$ cat src/ole_pkg.sv
// Shared types and codes for the ordered list engine.
// Command and result item structs, command and status codes, cell control group.
// No dependencies.
`default_nettype none

package ole_pkg;

  localparam int OLE_DEPTH = 16;
  localparam int OLE_VALUE_W = 32;
  localparam int OLE_COUNT_W = 5;

  typedef enum logic [2:0] {
    CMD_INSERT   = 3'd0,
    CMD_APPEND   = 3'd1,
    CMD_PUSH     = 3'd2,
    CMD_DELETE   = 3'd3,
    CMD_CONTAINS = 3'd4
  } ole_op_t;

  typedef enum logic [1:0] {
    ST_OK     = 2'd0,
    ST_FULL   = 2'd1,
    ST_ABSENT = 2'd2
  } ole_status_t;

  typedef struct packed {
    logic [2:0]                     command;
    logic [7:0]                     position;
    logic signed [OLE_VALUE_W-1:0]  value;
  } ole_cmd_t;

  typedef struct packed {
    logic                    found;
    logic [OLE_COUNT_W-1:0]  count;
    logic [1:0]              status;
  } ole_res_t;

  typedef struct packed {
    logic ins;
    logic del;
    logic load_match;
    logic search;
  } ole_cell_ctl_t;

endpackage

`default_nettype wire

$ cat src/ordered_list_engine.sv
// Ordered list engine top level: command decode, count, result register, cell row.
// Depends on ole_pkg and ole_cell.
//
//   channel | signals                    | item
//   command | cmd_valid, cmd_ready, cmd  | ole_cmd_t  (command, position, value)
//   result  | res_valid, res_ready, res  | ole_res_t  (found, count, status)
//
// Each command updates every cell at the edge that accepts it; the result item is
// registered from the OR-reduced cell match flags as the pending stage advances, which
// waits while an earlier result is held unaccepted.
// One command per cycle is sustained while results are taken.
// Reset clears the count, the match flags and both valid flags; entries stay as they are.
// A stalled result holds the pending stage, and then cmd_ready falls.
`default_nettype none

module ordered_list_engine
  import ole_pkg::*;
#(
  parameter int DEPTH = OLE_DEPTH
) (
  input  wire logic     clk,
  input  wire logic     rst,
  input  wire logic     cmd_valid,
  output logic          cmd_ready,
  input  wire ole_cmd_t cmd,
  output logic          res_valid,
  input  wire logic     res_ready,
  output ole_res_t      res
);

  localparam int CW   = $clog2(DEPTH + 1);
  localparam int CMPW = (CW > 8) ? CW : 8;
  localparam logic [CW-1:0] DEPTH_C = CW'(DEPTH);

  logic [CW-1:0]             count;
  logic [CW-1:0]             count_next;
  logic                      pending;
  logic [1:0]                pend_status;
  logic                      pend_search;
  logic                      accept;
  logic                      advance;
  logic                      full;
  logic                      beyond;
  logic                      is_ins;
  logic [1:0]                status_next;
  logic [CW-1:0]             cell_pos;
  ole_cell_ctl_t             ctl;
  logic [DEPTH-1:0]          match;
  logic signed [OLE_VALUE_W-1:0] entry [DEPTH];

  assign advance   = pending && (!res_valid || res_ready);
  assign cmd_ready = !pending || advance;
  assign accept    = cmd_valid && cmd_ready;
  assign full      = count == DEPTH_C;
  assign beyond    = CMPW'(cmd.position) >= CMPW'(count);

  always_comb begin
    is_ins      = 1'b0;
    status_next = ST_OK;
    count_next  = count;
    cell_pos    = count;
    ctl         = '0;
    ctl.load_match = accept;
    case (cmd.command)
      CMD_INSERT, CMD_APPEND, CMD_PUSH: begin
        is_ins = 1'b1;
        if (cmd.command == CMD_PUSH) begin
          cell_pos = '0;
        end else if (cmd.command == CMD_INSERT && !beyond) begin
          cell_pos = CW'(cmd.position);
        end
      end
      CMD_DELETE: begin
        cell_pos = CW'(cmd.position);
        if (beyond) begin
          status_next = ST_ABSENT;
        end else begin
          ctl.del    = accept;
          count_next = count - 1'b1;
        end
      end
      CMD_CONTAINS: begin
        ctl.search = 1'b1;
      end
      default: begin
      end
    endcase
    if (is_ins) begin
      if (full) begin
        status_next = ST_FULL;
      end else begin
        ctl.ins    = accept;
        count_next = count + 1'b1;
      end
    end
  end

  always_ff @(posedge clk) begin
    if (rst) begin
      count     <= '0;
      pending   <= 1'b0;
      res_valid <= 1'b0;
    end else begin
      if (accept) begin
        count <= count_next;
      end
      if (accept) begin
        pending <= 1'b1;
      end else if (advance) begin
        pending <= 1'b0;
      end
      if (advance) begin
        res_valid <= 1'b1;
      end else if (res_ready) begin
        res_valid <= 1'b0;
      end
    end
  end

  always_ff @(posedge clk) begin
    if (accept) begin
      pend_status <= status_next;
      pend_search <= cmd.command == CMD_CONTAINS;
    end
    if (advance) begin
      res.found  <= |match;
      res.count  <= OLE_COUNT_W'(count);
      res.status <= pend_status;
    end
  end

  for (genvar i = 0; i < DEPTH; i++) begin : g_cell
    logic signed [OLE_VALUE_W-1:0] left;
    logic signed [OLE_VALUE_W-1:0] right;
    if (i == 0) begin : g_head
      assign left = cmd.value;
    end else begin : g_mid_l
      assign left = entry[i-1];
    end
    if (i == DEPTH - 1) begin : g_tail
      assign right = cmd.value;
    end else begin : g_mid_r
      assign right = entry[i+1];
    end
    ole_cell #(
      .DEPTH (DEPTH),
      .IDX   (i)
    ) u_cell (
      .clk   (clk),
      .rst   (rst),
      .ctl   (ctl),
      .pos   (cell_pos),
      .count (count),
      .value (cmd.value),
      .left  (left),
      .right (right),
      .entry (entry[i]),
      .match (match[i])
    );
  end

  a_count_bound: assert property (@(posedge clk) disable iff (rst) count <= DEPTH_C)
    else $error("count beyond depth");

  a_ins_grows: assert property (@(posedge clk) disable iff (rst)
    accept && ctl.ins |=> count == $past(count) + 1'b1)
    else $error("insert did not grow count");

  a_full_refusal: assert property (@(posedge clk) disable iff (rst)
    accept && status_next == ST_FULL |=> count == DEPTH_C)
    else $error("full refusal with room left");

  a_found_only_search: assert property (@(posedge clk) disable iff (rst)
    pending && !pend_search |-> match == '0)
    else $error("match flag set outside contains");

endmodule

`default_nettype wire

$ cat src/ole_cell.sv
// One slot of the ordered list: holds an entry and its registered match flag.
// Takes from its left neighbour on insert, from its right neighbour on delete.
// Depends on ole_pkg.
`default_nettype none

module ole_cell
  import ole_pkg::*;
#(
  parameter int DEPTH = OLE_DEPTH,
  parameter int IDX   = 0,
  localparam int CW   = $clog2(DEPTH + 1)
) (
  input  wire logic                          clk,
  input  wire logic                          rst,
  input  wire ole_cell_ctl_t                 ctl,
  input  wire logic [CW-1:0]                 pos,
  input  wire logic [CW-1:0]                 count,
  input  wire logic signed [OLE_VALUE_W-1:0] value,
  input  wire logic signed [OLE_VALUE_W-1:0] left,
  input  wire logic signed [OLE_VALUE_W-1:0] right,
  output logic signed [OLE_VALUE_W-1:0]      entry,
  output logic                               match
);

  localparam logic [CW-1:0] IDX_C = CW'(IDX);

  logic held;

  assign held = IDX_C < count;

  always_ff @(posedge clk) begin
    if (ctl.ins) begin
      if (IDX_C == pos) begin
        entry <= value;
      end else if (IDX_C > pos) begin
        entry <= left;
      end
    end else if (ctl.del && IDX_C >= pos) begin
      entry <= right;
    end
  end

  always_ff @(posedge clk) begin
    if (rst) begin
      match <= 1'b0;
    end else if (ctl.load_match) begin
      match <= ctl.search && held && (entry == value);
    end
  end

endmodule

`default_nettype wire

$ cat config.mk
export PLATFORM = sky130hd
export DESIGN_NAME = ordered_list_engine
export DESIGN_NICKNAME = d
export VERILOG_FILES = /design/src/ole_pkg.sv /design/src/ordered_list_engine.sv /design/src/ole_cell.sv
export SDC_FILE = /design/constraint.sdc
export NUM_CORES = 2
export LEC_CHECK = 0
export BUFFER_PORTS_ARGS = -buffer_cell sky130_fd_sc_hd__buf_4
export CELL_PAD_IN_SITES_DETAIL_PLACEMENT = 1
export CELL_PAD_IN_SITES_GLOBAL_PLACEMENT = 2
export CORE_ASPECT_RATIO = 0.7
export CORE_MARGIN = 3
export CORE_UTILIZATION = 47
export CTS_CLUSTER_DIAMETER = 150
export DETAILED_ROUTE_END_ITERATION = 7
export HOLD_SLACK_MARGIN = 0.03
export PLACE_DENSITY_LB_ADDON = 0.1
export SLEW_MARGIN = 20
export SYNTH_ARGS = -nofsm -noshare
export SYNTH_HDL_FRONTEND = slang
export SYNTH_HIERARCHICAL = 1
export SYNTH_SLANG_ARGS = --single-unit
$ cat constraint.sdc
create_clock -name clk -period 15.1 [get_ports clk]
set_input_delay 0 -clock clk [delete_from_list [all_inputs] [get_ports clk]]
set_output_delay 0 -clock clk [all_outputs]
set_load 0.005 [all_outputs]
==> summary.txt <==
Route
  • DRT antenna net count: 0
  • Vias: 27.59k
  • Initial drt markers: between 3k and 4k
  • WL/cell: around 32 um
  • Detailed Routing Iterations Pass 1: 6
  • Final WL: roughly 140 mm
  • Mean number of vias per cell: roughly 6.5
  • Post-route DRC: 0

Power
  • Register share of total power: 0.468
  • Comb pwr share: 0.166
  • Tot Pwr: around 4.0 mW
  • Worst vdd rail ir drop: 0.07675 mV
  • Cell leakage power: approximately 14 nW
  • Sw power: 1.228 mW
  • Cell Int Power: 2.812 mW
  • Sw frac: 0.3040
  • PwrDens: approximately 110 nW/um^2
  • Clock Power Share: 0.365

Layout
  • # diodes: 0
  • Finished Cell Area: between 30000 and 40000 um^2
  • Util after Layout: 0.5241
  • Final nets: around 3.3k
  • Area growth syn-to-layout: 10.04%
  • Proportion of layout cells with a drive suffix above 1: 0.07506
  • Post-Layout Cell Count: 4270

Place
  • Placed cell area: 35330 um^2
  • IO buf count: 56
  • GPL Wtd Cong: roughly 0.90
  • Dpl cells: between 4k and 5k
  • DP HPWL: a little over 90 mm

Timing
  • Skew final: about 23 ps
  • Post-layout minimum cycle time: approximately 5600 ps
  • Final setup violation count: 0
  • RSZ-0062 raised after global routing: no
  • Worst relative slew slack: 0.2056
  • F_max: between 0.15 and 0.2 GHz
  • Max-slew violation count: 0
  • Final period utilization: 0.3701
  • Worst-Margin Slew: approximately 1200 ps
  • Final Hold Viols: 0
  • Setup TNS: 0 ps

Worst setup path
  • Critical path class: register to register
  • Crit path launch type: register
  • Worst EP required: around 15000 ps
  • CP max FO: 33
  • Worst EP arrival: just under 6000 ps
  • Setup crit end kind: register

Floorplanning
  • Initial core utilization: 0.4763
  • Width of the die: 328.5 um
  • Die ar.: 76110 um^2
  • IO Pins: 57
  • Row cnt: between 80 and 90
  • Area of the core: between 70000 and 80000 um^2
  • Die height: 231.7 um

CTS
  • Total clock sinks: around 550
  • Clock tree buffer depth: 3
  • Clock Pin Slew Worst Setup and Hold Paths: roughly 70 ps
  • Root buffer cell: clkbuf_16
  • Post-CTS Resized: 0
  • Clk_lat worst skew: about 670 ps
  • CTS Buf Count: 60
  • CTS H-tree depth: 2
  • CTS tree: yes

Global route
  • Vias in the first global route: about 27k
  • GRT Residual Overflow: 0
  • GR Util All Layers: 0.3526
  • Initial antenna violation count: 1
  • First-pass GRT wire length: a little under 200 mm
  • Pin count of the biggest net entering global routing: ~220

Synth
  • Net Count, Synth: between 3k and 4k
  • YS warnings: 6
  • Netlist cell types: 76
  • Post-synthesis sequential area ratio: 0.4717
  • Avg Inst Size Synth: approximately 11 um^2
  • Synth Register Bits: 545
  • Number of synthesized flops with an enable pin: 522
  • Mapped cell area: approximately 34000 um^2
  • Top_reg_cell synth: edfxtp_1
  • Async set-or-reset flop fraction in the synthesized netlist: 0
  • Mapped Cells: around 3.2k

Run status
  • Outcome: complete, no violations

Min path
  • Hold crit path type: input port to register

Flow run
  • # Max-Cap Violations: 0
[path summary, 6_finish.rpt]
path,from,end,slack [ps],depth (start not counted)
max,count[4],g_cell[0].u_cell/entry[23],9510,12
min,cmd[17],g_cell[15].u_cell/entry[17],90,3
max reg2reg,count[4],g_cell[0].u_cell/entry[23],9510,12
min reg2reg,pend_status[1],res[1],430,0
[cells in the final DEF (no fill, tap or decap), types with 20 or more instances in the layout]
master         count
a21oi_1          518
clkbuf_16         61
dfxtp_1           23
dlygate4sd3_1     43
nor2_1           550
nor3_1            20
nand2_1           43
buf_4            109
edfxtp_1         522
mux2i_1          513
xor2_1           226
nand4_1           80
nor4_1            73
xnor2_1          282
nand3_1           23
[layer usage]
layer	wire length (um)	part of all wire	global-route usage
met1	62130	0.46	0.5568
met2	54690	0.40	0.4777
met5	13	0.000095	0
met3	16900	0.12	0.09029
met4	2747	0.020	0.07632
[state kept, by name, indices dropped and copies added, names as in the netlist]
register	flops
g_cell.u_cell/entry	512
g_cell.u_cell/match	16
res	8
count	5
pend_status	2
pending	1
res_valid	1
[through the flow]
| stage | hold WS, ps | worst slack (ps) |
|---|---|---|
| finish | 91.19 | 9511 |
| global route | 82.43 | 9374 |
| CTS | 33.40 | 9609 |
| detailed placement | 259.2 | 9921 |
| global placement | 253.2 | 9960 |
| floorplan | 125.9 | 8399 |
[cells by family (layout without fill, tap and decap cells)]
group / count (synthesis) / in the layout / share of synthesized area
buf+inv: 180 / 283 / 0.03413
compound gates: 596 / 596 / 0.09232
xor+xnor: 508 / 508 / 0.1301
fa+ha+maj: 7 / 7 / 0.002560
simple gates: 851 / 851 / 0.1188
mux: 514 / 514 / 0.1504
flops: 545 / 545 / 0.4717
[synthesized netlist by cell type, types with 3 or more instances]
library cell	n	share of area
nand4b_1	4	0.0010
a21oi_1	519	0.076
buf_4	3	0.00066
o21ai_0	11	0.0016
a211oi_1	3	0.00066
nor4_2	3	0.0011
mux2i_1	513	0.15
nor2_8	4	0.0023
o2111ai_1	5	0.0013
inv_1	14	0.0015
buf_6	23	0.0076
and2_1	7	0.0013
nor2b_1	3	0.00055
buf_8	9	0.0040
clkbuf_1	95	0.010
buf_2	9	0.0013
nor4_4	4	0.0025
xnor2_1	282	0.072
o22ai_1	5	0.00091
xor2_1	226	0.058
buf_12	12	0.0070
nand4_1	80	0.015
o21a_1	7	0.0015
dfxtp_1	23	0.013
nand2b_1	3	0.00055
edfxtp_1	522	0.46
nor2_1	551	0.060
o21ai_1	8	0.0012
ha_1	7	0.0026
nor4_1	74	0.014
or4_1	5	0.0011
a21o_1	3	0.00066
a221o_1	5	0.0015
nand3_1	23	0.0034
a31oi_1	6	0.0011
nor3_1	22	0.0032
nand2_1	43	0.0047
buf_1	15	0.0016
[timing repair]
item | CTS | global route
hold buffers | 43 | 0
endpoints found under the hold margin | 124 | 0
buffers inserted | 0 | 0
[cell type report]
class / count / area [um^2]
flip-flops and latches: 545 / 16140
repair buffers: 156 / 1320
well taps: 966 / 1209
clock inverters: 33 / 212.7
clock buffers: 80 / 1668
multi-input cells: 2476 / 17040
fillers: 7766 / 34180
inverters: 14 / 52.55
[critical path, cell delays in order, from the launching register on]
cell	delay, ps
dfxtp_1	370
inv_1	100
ha_1	200
nor4_2	280
dlygate4sd3_1	600
nand2_1	130
or3b_4	450
a21o_1	270
a221o_2	760
or4_4	700
nor2_8	660
o21a_1	230
buf_4	440
[power groups by stage]
stage | clock [mW] | sequential, mW | combinational, mW
3_5_place_dp | 0 | 1.92 | 0.646
2_1_floorplan | 0 | 1.86 | 0.415
3_3_place_gp | 0 | 1.92 | 0.623
6_report | 1.48 | 1.89 | 0.673
5_1_grt | 1.55 | 1.90 | 0.719
4_1_cts | 1.49 | 1.89 | 0.659
(Power assumes the default switching activity.)
